==> src/positional_insert_delete_list_assert.svh <==
// assertion macros for the positional insert/delete list
// depends on nothing; included by the top level
`ifndef POSITIONAL_INSERT_DELETE_LIST_ASSERT_SVH
`define POSITIONAL_INSERT_DELETE_LIST_ASSERT_SVH
`ifndef SYNTHESIS
// same-cycle implication
`define PIDL_ASSERT_IMP(lbl, clk, rst_n, ante, cons, msg) \
    lbl: assert property (@(posedge clk) disable iff (!rst_n) (ante) |-> (cons)) \
        else $error(msg);
// next-cycle implication
`define PIDL_ASSERT_NXT(lbl, clk, rst_n, ante, cons, msg) \
    lbl: assert property (@(posedge clk) disable iff (!rst_n) (ante) |=> (cons)) \
        else $error(msg);
`else
`define PIDL_ASSERT_IMP(lbl, clk, rst_n, ante, cons, msg)
`define PIDL_ASSERT_NXT(lbl, clk, rst_n, ante, cons, msg)
`endif
`endif

==> src/pidl_pkg.sv <==
// shared types and codes for the positional insert/delete list
// depends on nothing
`default_nettype none
package pidl_pkg;

    localparam int WORD_W    = 32;
    localparam int DEPTH_DEF = 16;
    // cell index width, wide enough for a depth of up to 64
    localparam int CIDX_W    = 6;
    localparam logic [4:0] CAP_RESET = 5'd16;

    // operation codes
    localparam logic [2:0] FN_INS_END   = 3'd0;
    localparam logic [2:0] FN_INS_FRONT = 3'd1;
    localparam logic [2:0] FN_INS_AT    = 3'd2;
    localparam logic [2:0] FN_DEL_END   = 3'd3;
    localparam logic [2:0] FN_DEL_FRONT = 3'd4;
    localparam logic [2:0] FN_DEL_AT    = 3'd5;
    localparam logic [2:0] FN_DUMP      = 3'd6;

    // status codes
    localparam logic [1:0] ST_OK    = 2'd0;
    localparam logic [1:0] ST_FULL  = 2'd1;
    localparam logic [1:0] ST_EMPTY = 2'd2;
    localparam logic [1:0] ST_BAD   = 2'd3;

    typedef struct packed {
        logic [2:0]               func;
        logic [4:0]               position;
        logic signed [WORD_W-1:0] value;
    } t_cmd;

    typedef struct packed {
        logic [1:0]               status;
        logic [4:0]               count;
        logic [3:0]               index;
        logic signed [WORD_W-1:0] entry;
        logic                     last;
    } t_res;

    // control broadcast to every cell
    typedef struct packed {
        logic              up;      // cells above pos take left neighbor
        logic              down;    // cells at or above pos take right neighbor
        logic              wr;      // cell at wr_idx takes the broadcast word
        logic [CIDX_W-1:0] pos;
        logic [CIDX_W-1:0] wr_idx;
    } t_cell_ctl;

endpackage
`default_nettype wire

==> src/positional_insert_delete_list.sv <==
// top level of the positional insert/delete list: control and cell chain
// depends on pidl_pkg, pidl_cell and positional_insert_delete_list_assert.svh
//
// Insert and delete words are taken one per clock: busy stays low, cells from
// the target place up shift by one place in the same cycle, and the single
// result shows on o_result with o_strobe in the cycle after start. A dump of n
// entries (n > 0) holds busy high while the row rotates past cell 0, and
// streams n results on consecutive cycles via the state and result registers,
// the final one marked last; the rotation leaves the list in its original
// order. A dump of an empty list gives one result in the cycle after start.
// The receiver cannot stall: each result is valid for exactly one cycle.
`default_nettype none
`include "positional_insert_delete_list_assert.svh"
module positional_insert_delete_list #(
    parameter int DEPTH = pidl_pkg::DEPTH_DEF
) (
    input  wire               i_clk,
    input  wire               i_rst_n,
    input  wire               start,
    output logic              busy,
    input  wire pidl_pkg::t_cmd i_cmd,
    output pidl_pkg::t_res    o_result,
    output logic              o_strobe,
    input  wire               i_cfg_we,
    input  wire logic [4:0]   i_cfg_wdata
);
    import pidl_pkg::*;

    localparam int CW   = $clog2(DEPTH + 1);
    localparam int IW   = (DEPTH > 1) ? $clog2(DEPTH) : 1;
    localparam int CMPW = (CW > 5) ? CW : 5;
    localparam logic [CMPW-1:0] DEPTH_C = CMPW'(DEPTH);

    typedef enum logic {S_IDLE, S_DUMP} t_state;

    t_state            r_state, n_state;
    logic [CW-1:0]     r_used, n_used;
    logic [4:0]        r_cap, n_cap;
    logic [IW-1:0]     r_k, n_k;
    logic              r_strobe, n_strobe;
    t_res              r_result, n_result;

    t_cell_ctl                cell_ctl;
    logic signed [WORD_W-1:0] wr_word;
    logic signed [WORD_W-1:0] w_word [DEPTH];

    logic [CMPW-1:0] used_x, pos_x, cap_x, cap_eff, last_x;
    logic [CMPW-1:0] ins_pos, del_pos;
    logic            accept;

    // operand preparation
    assign accept  = start && (r_state == S_IDLE);
    assign used_x  = CMPW'(r_used);
    assign pos_x   = CMPW'(i_cmd.position);
    assign cap_x   = CMPW'(r_cap);
    assign cap_eff = (cap_x < DEPTH_C) ? cap_x : DEPTH_C;
    assign last_x  = used_x - CMPW'(1);

    // target place of an insert or delete
    always_comb begin
        case (i_cmd.func)
            FN_INS_END:   ins_pos = used_x;
            FN_INS_FRONT: ins_pos = '0;
            default:      ins_pos = pos_x;
        endcase
        case (i_cmd.func)
            FN_DEL_END:   del_pos = last_x;
            FN_DEL_FRONT: del_pos = '0;
            default:      del_pos = pos_x;
        endcase
    end

    // next state, cell control and result word
    always_comb begin
        n_state  = r_state;
        n_used   = r_used;
        n_cap    = i_cfg_we ? i_cfg_wdata : r_cap;
        n_k      = r_k;
        n_strobe = 1'b0;
        n_result = r_result;
        cell_ctl = '0;
        wr_word  = i_cmd.value;
        case (r_state)
            S_IDLE: begin
                if (start) begin
                    n_strobe        = 1'b1;
                    n_result.status = ST_OK;
                    n_result.index  = '0;
                    n_result.entry  = '0;
                    n_result.last   = 1'b1;
                    case (i_cmd.func)
                        FN_INS_END, FN_INS_FRONT, FN_INS_AT: begin
                            if (used_x >= cap_eff) begin
                                n_result.status = ST_FULL;
                            end else if (ins_pos > used_x) begin
                                n_result.status = ST_BAD;
                            end else begin
                                cell_ctl.up     = 1'b1;
                                cell_ctl.wr     = 1'b1;
                                cell_ctl.pos    = CIDX_W'(ins_pos);
                                cell_ctl.wr_idx = CIDX_W'(ins_pos);
                                n_used          = CW'(used_x + CMPW'(1));
                            end
                        end
                        FN_DEL_END, FN_DEL_FRONT, FN_DEL_AT: begin
                            if (r_used == '0) begin
                                n_result.status = ST_EMPTY;
                            end else if (del_pos >= used_x) begin
                                n_result.status = ST_BAD;
                            end else begin
                                cell_ctl.down = 1'b1;
                                cell_ctl.pos  = CIDX_W'(del_pos);
                                n_used        = CW'(last_x);
                            end
                        end
                        FN_DUMP: begin
                            if (r_used == '0) begin
                                n_result.status = ST_EMPTY;
                            end else begin
                                n_strobe = 1'b0;
                                n_state  = S_DUMP;
                                n_k      = '0;
                            end
                        end
                        default: begin
                            n_result.status = ST_OK;
                        end
                    endcase
                    n_result.count = 5'(n_used);
                end
            end
            S_DUMP: begin
                // rotate the occupied cells down by one, head goes to the top
                wr_word         = w_word[0];
                cell_ctl.down   = 1'b1;
                cell_ctl.wr     = 1'b1;
                cell_ctl.pos    = '0;
                cell_ctl.wr_idx = CIDX_W'(last_x);
                n_strobe        = 1'b1;
                n_result.status = ST_OK;
                n_result.count  = 5'(r_used);
                n_result.index  = 4'(r_k);
                n_result.entry  = w_word[0];
                n_result.last   = (r_k == IW'(last_x));
                if (r_k == IW'(last_x)) begin
                    n_state = S_IDLE;
                end else begin
                    n_k = r_k + IW'(1);
                end
            end
            default: begin
                n_state = S_IDLE;
            end
        endcase
    end

    // state and registered outputs
    always_ff @(posedge i_clk) begin
        if (!i_rst_n) begin
            r_state  <= S_IDLE;
            r_used   <= '0;
            r_cap    <= CAP_RESET;
            r_k      <= '0;
            r_strobe <= 1'b0;
        end else begin
            r_state  <= n_state;
            r_used   <= n_used;
            r_cap    <= n_cap;
            r_k      <= n_k;
            r_strobe <= n_strobe;
        end
        r_result <= n_result;
    end

    assign busy     = (r_state == S_DUMP);
    assign o_strobe = r_strobe;
    assign o_result = r_result;

    // row of cells, each linked to both neighbors
    for (genvar g = 0; g < DEPTH; g++) begin : g_cell
        logic signed [WORD_W-1:0] left_w, right_w;
        if (g == 0) begin : g_lo
            assign left_w = '0;
        end else begin : g_lo
            assign left_w = w_word[g-1];
        end
        if (g == DEPTH - 1) begin : g_hi
            assign right_w = '0;
        end else begin : g_hi
            assign right_w = w_word[g+1];
        end
        pidl_cell #(
            .IDX (g)
        ) u_cell (
            .i_clk     (i_clk),
            .i_ctl     (cell_ctl),
            .i_wr_word (wr_word),
            .i_left    (left_w),
            .i_right   (right_w),
            .o_word    (w_word[g])
        );
    end

    // checks
    `PIDL_ASSERT_IMP(a_used_bound, i_clk, i_rst_n, 1'b1, (used_x <= DEPTH_C), "count beyond depth")
    `PIDL_ASSERT_IMP(a_dump_nonempty, i_clk, i_rst_n, busy, (r_used != '0), "dump of empty list")
    `PIDL_ASSERT_NXT(a_single_result, i_clk, i_rst_n, (accept && (i_cmd.func != FN_DUMP)), (o_strobe && o_result.last), "missing result")
    `PIDL_ASSERT_NXT(a_used_hold, i_clk, i_rst_n, !accept, $stable(r_used), "count changed without item")

endmodule
`default_nettype wire

==> src/pidl_cell.sv <==
// one storage cell of the list chain
// depends on pidl_pkg
`default_nettype none
module pidl_cell #(
    parameter int IDX = 0
) (
    input  wire                                  i_clk,
    input  wire pidl_pkg::t_cell_ctl             i_ctl,
    input  wire logic signed [pidl_pkg::WORD_W-1:0] i_wr_word,
    input  wire logic signed [pidl_pkg::WORD_W-1:0] i_left,
    input  wire logic signed [pidl_pkg::WORD_W-1:0] i_right,
    output logic signed [pidl_pkg::WORD_W-1:0]     o_word
);
    import pidl_pkg::*;

    localparam logic [CIDX_W-1:0] MY_IDX = CIDX_W'(IDX);

    logic signed [WORD_W-1:0] r_word;
    logic signed [WORD_W-1:0] n_word;

    // pick write, shift up, shift down or hold
    always_comb begin
        n_word = r_word;
        if (i_ctl.wr && (MY_IDX == i_ctl.wr_idx)) begin
            n_word = i_wr_word;
        end else if (i_ctl.up && (MY_IDX > i_ctl.pos)) begin
            n_word = i_left;
        end else if (i_ctl.down && (MY_IDX >= i_ctl.pos)) begin
            n_word = i_right;
        end
    end

    always_ff @(posedge i_clk) begin
        r_word <= n_word;
    end

    assign o_word = r_word;

endmodule
`default_nettype wire

==> config.mk <==
export PLATFORM = sky130hd
export DESIGN_NAME = positional_insert_delete_list
export DESIGN_NICKNAME = d
export VERILOG_FILES = /design/src/pidl_pkg.sv /design/src/positional_insert_delete_list.sv /design/src/pidl_cell.sv
export VERILOG_INCLUDE_DIRS = /design/src /design/src/src
export SDC_FILE = /design/constraint.sdc
export NUM_CORES = 1
export LEC_CHECK = 0
export BUFFER_PORTS_ARGS = -buffer_cell sky130_fd_sc_hd__buf_2
export CAP_MARGIN = 30
export CORE_ASPECT_RATIO = 0.9
export CORE_MARGIN = 4
export CORE_UTILIZATION = 38
export DETAILED_ROUTE_END_ITERATION = 16
export PLACE_DENSITY = 0.67
export SYNTH_ARGS = -nofsm -noshare
export SYNTH_HDL_FRONTEND = slang
export SYNTH_HIERARCHICAL = 1
export SYNTH_SLANG_ARGS = --single-unit
==> constraint.sdc <==
create_clock -name i_clk -period 6.95 [get_ports i_clk]
set_input_delay 0.695 -clock i_clk [delete_from_list [all_inputs] [get_ports i_clk]]
set_output_delay 0.695 -clock i_clk [all_outputs]
set_load 0.05 [all_outputs]
After elaboration in Yosys (flattened, before gate mapping) --
Index checks and enable logic that the tools add are counted.
Cells by class: eq/ne operators 26, magnitude comparators 36, $add $sub $neg 3, muxes and demuxes 95, bitwise gates (word level) 1, reduce and logical (&&, ||, !) cells 71
Operators with widths (number):
- 32-bit two-way mux | 49
- 44-bit one-hot mux with 2 select lines | 1
- 4-bit by 6-bit equality test with 1-bit output (first input constant) | 8
- 4-bit by 6-bit >= comparator with 1-bit output (first input constant) | 8
- 4-bit by 6-bit greater-than comparator with 1-bit output (first input constant) | 8
- 1-bit logical AND | 48
- 3-bit nonzero test | 16
- 44-bit two-way mux | 1
- 5-bit two-way mux | 7
- 5-bit one-hot mux with 2 select lines | 3
- 14-bit one-hot mux with 2 select lines | 1
- 13-bit two-way mux | 2
- 3-bit by 6-bit equality test with 1-bit output (first input constant) | 4
- 3-bit by 6-bit >= comparator with 1-bit output (first input constant) | 4
- 3-bit by 6-bit greater-than comparator with 1-bit output (first input constant) | 4
- 4-bit two-way mux | 4
- 1-bit two-way mux | 15
- 15-bit two-way mux | 1
- 2-bit by 6-bit equality test with 1-bit output (first input constant) | 2
- 1-bit by 6-bit >= comparator with 1-bit output (first input constant) | 2
- 2-bit by 6-bit >= comparator with 1-bit output (first input constant) | 2
- 1-bit by 6-bit greater-than comparator with 1-bit output (first input constant) | 2
- 2-bit by 6-bit greater-than comparator with 1-bit output (first input constant) | 2
- 6-bit one-hot mux with 2 select lines | 1
- other kinds (25) | 37
Storage, ports and cells: bits of input ports 49, output and inout port bits 46, register bits after elaboration 572

Longest topological paths before layout --
Gate-level depths: netlist of run 1.
word-level depth 13, depth in mapped cells 19, mapped depth without buffers 17

Hierarchy --
The synthesis of run 1 kept the hierarchy.
By module, submodules not included:
- pidl_cell at g_cell[12].u_cell ... | instances 2, cells an instance 195, area an instance 1846.8 µm²
- positional_insert_delete_list | instances 1, cells an instance 364, area an instance 3686.0 µm²
- pidl_cell at g_cell[13].u_cell | instances 1, cells an instance 197, area an instance 2205.9 µm²
- pidl_cell at g_cell[10].u_cell | instances 1, cells an instance 199, area an instance 2078.2 µm²
- pidl_cell at g_cell[8].u_cell | instances 1, cells an instance 112, area an instance 2029.4 µm²
- pidl_cell at g_cell[5].u_cell | instances 1, cells an instance 203, area an instance 1991.9 µm²
- pidl_cell at g_cell[14].u_cell | instances 1, cells an instance 194, area an instance 1943.1 µm²
- pidl_cell at g_cell[15].u_cell | instances 1, cells an instance 196, area an instance 1898.1 µm²
- pidl_cell at g_cell[7].u_cell | instances 1, cells an instance 193, area an instance 1854.3 µm²
- pidl_cell at g_cell[9].u_cell | instances 1, cells an instance 195, area an instance 1844.3 µm²
- pidl_cell at g_cell[2].u_cell | instances 1, cells an instance 195, area an instance 1840.5 µm²
- pidl_cell at g_cell[4].u_cell | instances 1, cells an instance 195, area an instance 1836.8 µm²
- pidl_cell at g_cell[6].u_cell | instances 1, cells an instance 194, area an instance 1834.3 µm²
- pidl_cell at g_cell[3].u_cell | instances 1, cells an instance 192, area an instance 1830.5 µm²
- +2 rows

Worst setup path before layout of run 1 --
No wires, ideal clock.
path kind input to register, start point in i_cmd[39] in the netlist's numbering, end point reg g_cell[5].u_cell.r_word[0] (enable), data required time 6478 ps, arrival time 6267 ps, stages on the path 16, slack 211 ps, buffers on the path 4, cells stage by stage buf_2 or2_2 clkbuf_1 nand2_1 o31ai_1 ha_1 nand4_1 o221ai_1 nand2_1 nand3_1 nor2b_1 a21o_1 or3_1 clkbuf_1 clkbuf_1 o311ai_1
RTL lines:
- from (decl) | line positional_insert_delete_list.sv:21 | input wire pidl_pkg::t_cmd i_cmd,
- to (signal assigned) | line pidl_cell.sv:34 | r_word <= n_word;
- to (decl) | line pidl_cell.sv:18 | logic signed [WORD_W-1:0] r_word;

==> results of run 1 <==
==> sequential cells by signal, indices dropped and copies added, names as in the netlist <==
register	cells
g_cell.u_cell/o_word	512
o_strobe	1
r_used	5
busy	1
o_result	44
cap_x	5
r_k	4
==> path summary, 6_finish.rpt <==
check,endpoint,slack [ns],startpoint
worst min-delay path,cap_x[4]$_SDFFE_PN1P_,0.31,i_cfg_wdata[4]
worst max register to register,g_cell[14].u_cell/o_word[13]$_DFFE_PP_,1.34,r_used[1]$_SDFFE_PN0P_
worst max-delay path,g_cell[14].u_cell/o_word[13]$_DFFE_PP_,1.34,r_used[1]$_SDFFE_PN0P_
worst min register to register,cap_x[0]$_SDFFE_PN0P_,0.50,cap_x[0]$_SDFFE_PN0P_
==> kinds of logic (layout without fill, tap and decap cells) <==
kind of cell | after synthesis | count (layout)
xor gates and xnor gates | 8 | 8
and+or+nand+nor | 1108 | 1108
AOI/OAI and AO/OA | 1009 | 1009
muxes | 133 | 133
DFF | 572 | 572
buffers and inverters | 391 | 353
other | 1 | 82
adders and majority gates | 18 | 18
==> per-layer routing <==
metal | up-vias | track usage (%) | wire, µm
met5 | - | 0 | 0
met4 | 0 | 7.07 | 2860
met3 | 220 | 2.41 | 7240
met2 | 1470 | 34.7 | 49900
met1 | 14137 | 28.0 | 41400
li1 | 12746 | - | -
==> metrics by stage <==
stage / total power [µW] / instance area [µm²] / setup slack [ns] / util, %
global route: 8180 / 37100 / 1.01 / 42.2
floorplan: 4430 / 34100 / 0.211 / -
CTS: 7970 / 37100 / 1.36 / 42.2
detailed placement: 4640 / 35100 / 1.20 / 40.0
global placement: 4630 / 35000 / 1.19 / 39.9
finish: 7930 / 37100 / 1.34 / 42.2
==> critical path: cells and delay by family (launching register included) <==
family | cells | cell delay [ns]
xor+xnor | 1 | 0.50
fa+ha+maj | 2 | 0.58
flops | 1 | 0.52
compound gates | 6 | 1.90
buf+inv | 2 | 0.75
simple gates | 3 | 1.13
==> report_power, final <==
part           internal, µW  leakage [µW]  total [µW]  switching (µW)
Sequential             3860       0.00520        3900            40.0
Clock                  1870      0.000984        3340            1470
Combinational           198       0.00545         687             489
Total                  5930        0.0116        7930            2000
==> cell usage after synthesis (all sizes together), types with 3 or more instances <==
library cell	n	area share, %
edfxtp	556	49
xnor2	5	0.13
o22ai	5	0.093
dfxtp	16	0.95
or3	8	0.15
nand4	134	2.5
o32ai	3	0.078
o31a	3	0.078
mux2	94	4.1
nor2	60	0.67
and3	4	0.074
or2	16	0.30
a21oi	54	0.81
nor4b	5	0.26
nand2	36	0.41
nor2b	11	0.20
ha	18	0.67
o21ai	403	6.3
or4	3	0.070
a21o	40	0.89
o31ai	41	0.91
nor4	5	0.15
nand3b	5	0.11
nand2b	7	0.13
or4b	6	0.19
nand3	278	4.1
or3b	44	1.2
o21a	3	0.067
clkbuf	270	3.1
o211ai	16	0.43
mux2i	39	1.2
nor3	433	6.5
a31oi	418	8.9
nand4bb	10	0.33
buf	102	2.9
inv	19	0.21
and2	36	0.67
==> cell type report <==
cell class	count	share of cell area, %
multi-input combinational	2358	40.7
inverter	19	0.199
timing repair buffer	217	3.97
sequential	572	45.8
clock buffer	79	4.70
clock inverter	38	0.691
tap	1155	3.89
==> flow_summary_export.csv, run 1 <==
group,metric,value,unit
die,die-height,291,µm
critical_path,crit_top_cell,"ha_1",
global_routing,grt_max_degree,83,
logic_synthesis,yosys.area_share.xor_xnor,0.248,%
clock_network,ctsResizeCount,0,
route,viasPerCell,6.44,
sta,rsz0062_at_grt,"false",
die,fp.dieArea,93700,µm²
global_routing,track_usage,20.7,%
die,core,87900,µm²
pwr,power.density,214,nW/µm²
logic_synthesis,synth-compound-area-share,19.1,%
sta,final.period_utilization,80.8,%
final_layout,final_common_cell,"edfxtp_1",
logic_synthesis,async_reset_ff_share,0,%
placed_design,dp_cells,4321,
sta,fmax,178,MHz
final_layout,fill_cells,8317,
logic_synthesis,synth_mux_area_share,5.23,%
logic_synthesis,yosys.area_share.simple,18.1,%
sta,skew,0.0357,ns
logic_synthesis,synth_area_per_cell,10.4,µm²
logic_synthesis,synth_enable_flop_cells,556,
global_routing,grt_pass1_vias,28382,
pwr,ir_drop,0.129,mV
sta,tightest_slew,0.932,ns
clock_network,cts_sinks,572,
sta,final-hold-violation-count,0,
pwr,p_leak,0.0116,µW
critical_path,cp.required,7.38,ns
logic_synthesis,synth_top_family_by_area,"compound AO/OA/AOI/OAI gates",
logic_synthesis,ys_ff_latch,572,
logic_synthesis,synthCells,3240,
global_routing,grt-ovfl-total,0,
logic_synthesis,ys.flop_type,"edfxtp_1",
final_layout,finalNonFillerCells,4438,
route,ant_nets,0,
sta,fin_setup_tns,0,ns
run_status,status,"complete, no violations",
worst_hold_path,hp-class,"primary input to register",
final_layout,layout_common_cells,"edfxtp_1 (556), nor3_1 (427), a31oi_1 (358)",
clock_network,clock_latency,0.62,ns
placed_design,routabilityCongestion,0.874,
clock_network,cts_setup_buffers,0,
final_layout,multi_input_area,15100,µm²
critical_path,crit_arrival,6.04,ns
sta,setup_viol,0,
critical_path,crit_path_max_fanout,54,
critical_path,crit_path_end_kind,"register",
sta,min_period,5.61,ns
global_routing,grt_first_pass_wirelength,160000,µm
logic_synthesis,synth_cell_types,89,
route,vias,28573,
sta,drv_slew,0,
logic_synthesis,yosys.area_share.adder,0.667,%
job,maxCapViolations,0,
clock_network,clockBufferDepth,3,
route,drtIter0Drc,3335,
clock_network,cts-root-buf,"clkbuf_16",
critical_path,path_class,"register to register",
critical_path,path_cells,"inv_1 > ha_1 > xor2_1 > o22ai_1 > nor2_1 > ha_1 > a211oi_1 > o221ai_2 > nor3_2 > a21o_1 > and3_1 > buf_4 > o21ai_0 > a31oi_1",
clock_network,cts_buffers,66,
die,io_pins,95,
route,drc,0,
clock_network,cts_tree,"yes",
clock_network,path_clk_slew,0.06,ns
logic_synthesis,yosysSeqAreaShare,50.4,%
die,die_x,322,µm
placed_design,io_buffers,94,
sta,relSlewSlack,37.9,%
route,drtPass1Iterations,6,
logic_synthesis,ys_warn_count,6,
critical_path,r2r_cells,14,
final_layout,layout-drive-gt1-share,16.4,%
clock_network,cts.hold.buffers_added,0,
placed_design,dp_hpwl,68100,µm
die,initial_utilization,38.4,%
clock_network,htreeDepth,3,
global_routing,antenna_found_initial,0,
critical_path,worst_setup_path_start_kind,"register",
sta,holdWs,0.313,ns
final_layout,area_delta_synth_final,9.87,%
worst_hold_path,hold_depth,3,
final_layout,nNetsFinal,3301,
logic_synthesis,syn_area,33800,µm²
die,row_count,103,
final_layout,antennaDiodeCount,0,
final_layout,regArea,17000,µm²
route,routed_wl,101000,µm
critical_path,cpMaxStageDelayCell,"a21o_1",
critical_path,critPathMaxStageDelay,0.75,ns
route,routedWlPerCell,22.8,µm
(Power assumes the default switching activity.)
==> run 2, diff against run 1 <==
PLACE_DENSITY = 0.65   (was 0.67)
clock period = 5.7 ns   (was 6.95 ns; I/O delays follow)
==> flow_summary_export.csv, run 2 (synthesized netlist as in run 1, its figures left out) <==
group,metric,value,unit
run_status,status,"complete, no violations",
final_layout,antennaDiodeCount,0,
critical_path,path_cells,"inv_1 > ha_1 > xor2_1 > o22ai_1 > nor2_1 > ha_1 > a211oi_1 > o221ai_2 > nor3_2 > nand2_1 > nand2_1 > buf_4 > a21bo_2 > o211ai_1 > buf_4",
global_routing,grt_pass1_vias,28252,
pwr,ir_drop,0.178,mV
die,row_count,103,
final_layout,final_util,42.3,%
clock_network,cts_tree,"yes",
die,die_x,322,µm
placed_design,routabilityCongestion,0.899,
clock_network,htreeDepth,3,
route,drtPass1Iterations,8,
die,fp.dieArea,93700,µm²
clock_network,path_clk_slew,0.06,ns
critical_path,crit_path_max_fanout,33,
global_routing,track_usage,21.1,%
route,drc,0,
placed_design,dp_hpwl,68300,µm
final_layout,fill_cells,8346,
route,routed_wl,103000,µm
clock_network,cts_setup_buffers,0,
route,routedWlPerCell,23.2,µm
sta,tightest_slew,0.945,ns
final_layout,largest_reg_flops,512,
sta,skew,0.0272,ns
clock_network,cts.hold.buffers_added,0,
route,viasPerCell,6.41,
global_routing,antenna_found_initial,0,
critical_path,cp_top_family,"compound AO/OA/AOI/OAI gates",
job,maxCapViolations,0,
critical_path,r2r_slack,0.68,ns
pwr,power.density,265,nW/µm²
critical_path,crit_path_end_kind,"register",
sta,setup_slack,0.679,ns
critical_path,path_class,"register to register",
die,core,87900,µm²
pwr,total_power,9860,µW
die,io_pins,95,
sta,fin_setup_tns,0,ns
die,die-height,291,µm
critical_path,worst_setup_path_start_kind,"register",
clock_network,ctsResizeCount,0,
critical_path,cp.buffers_inverters,3,
placed_design,io_buffers,94,
sta,setup_viol,0,
critical_path,cpMaxStageDelayCell,"a21bo_2",
route,vias,28466,
global_routing,grt-ovfl-total,0,
route,ant_nets,0,
clock_network,clockBufferDepth,3,
final_layout,final_common_cell,"edfxtp_1",
route,drtIter0Drc,3389,
critical_path,crit_arrival,5.33,ns
clock_network,clock_latency,0.62,ns
clock_network,cts_buffers,66,
final_layout,area_delta_synth_final,10.2,%
final_layout,layout_common_cells,"edfxtp_1 (556), nor3_1 (427), a31oi_1 (358)",
sta,min_period,5.02,ns
global_routing,grt_max_degree,65,
clock_network,cts-root-buf,"clkbuf_16",
final_layout,regArea,17000,µm²
sta,fmax,199,MHz
critical_path,cp.required,6.01,ns
sta,drv_slew,0,
placed_design,dp_worst_setup_slack,0.704,ns
final_layout,layout-drive-gt1-share,16.7,%
sta,relSlewSlack,37.0,%
pwr,p_leak,0.0117,µW
critical_path,critPathMaxStageDelay,0.57,ns
clock_network,cts_sinks,572,
sta,final.period_utilization,88.1,%
global_routing,grt_first_pass_wirelength,162000,µm
final_layout,nNetsFinal,3307,
sta,final-hold-violation-count,0,
final_layout,multi_input_area,15100,µm²
die,initial_utilization,38.4,%
sta,holdWs,0.196,ns
worst_hold_path,hp-class,"primary input to register",
sta,rsz0062_at_grt,"false",
==> run 2: cell type report <==
type | count | share of cell area (%)
multi-input combinational | 2358 | 40.6
inverter | 19 | 0.198
sequential | 572 | 45.7
clock buffer | 78 | 4.73
timing repair buffer | 223 | 3.97
tap | 1155 | 3.88
clock inverter | 34 | 0.894
==> run 2: final timing paths <==
kind | from | endpoint | cells past startpoint
max | r_used[1]$_SDFFE_PN0P_ | g_cell[6].u_cell/o_word[10]$_DFFE_PP_ | 15
min | i_cfg_wdata[3] | cap_x[3]$_SDFFE_PN0P_ | 3
max reg2reg | r_used[1]$_SDFFE_PN0P_ | g_cell[6].u_cell/o_word[10]$_DFFE_PP_ | 15
min reg2reg | cap_x[3]$_SDFFE_PN0P_ | cap_x[3]$_SDFFE_PN0P_ | 2
==> run 2: per-layer routing <==
metal	track usage, %	routed length, µm
met5	0	0
met2	35.1	50400
met4	6.83	2670
met1	28.4	42700
met3	2.79	7130
==> run 2: tightest hold or removal path, stage by stage <==
cell and delay (ns):
buf_2 0.08, mux2i_1 0.06, nor2_1 0.07
==> run 2: where the power goes <==
| part | switching (µW) | internal [µW] | total, µW |
|---|---|---|---|
| sequential | 49.3 | 4710 | 4760 |
| clock | 1820 | 2440 | 4250 |
| combinational | 602 | 243 | 845 |
==> run 2: through the flow <==
step / cells / cell area (µm²)
after floorplan: 3321 / 34100
after global placement: 4324 / 35100
after detailed placement: 4327 / 35100
after CTS: 4439 / 37200
after global routing: 4439 / 37200
final: 4439 / 37200
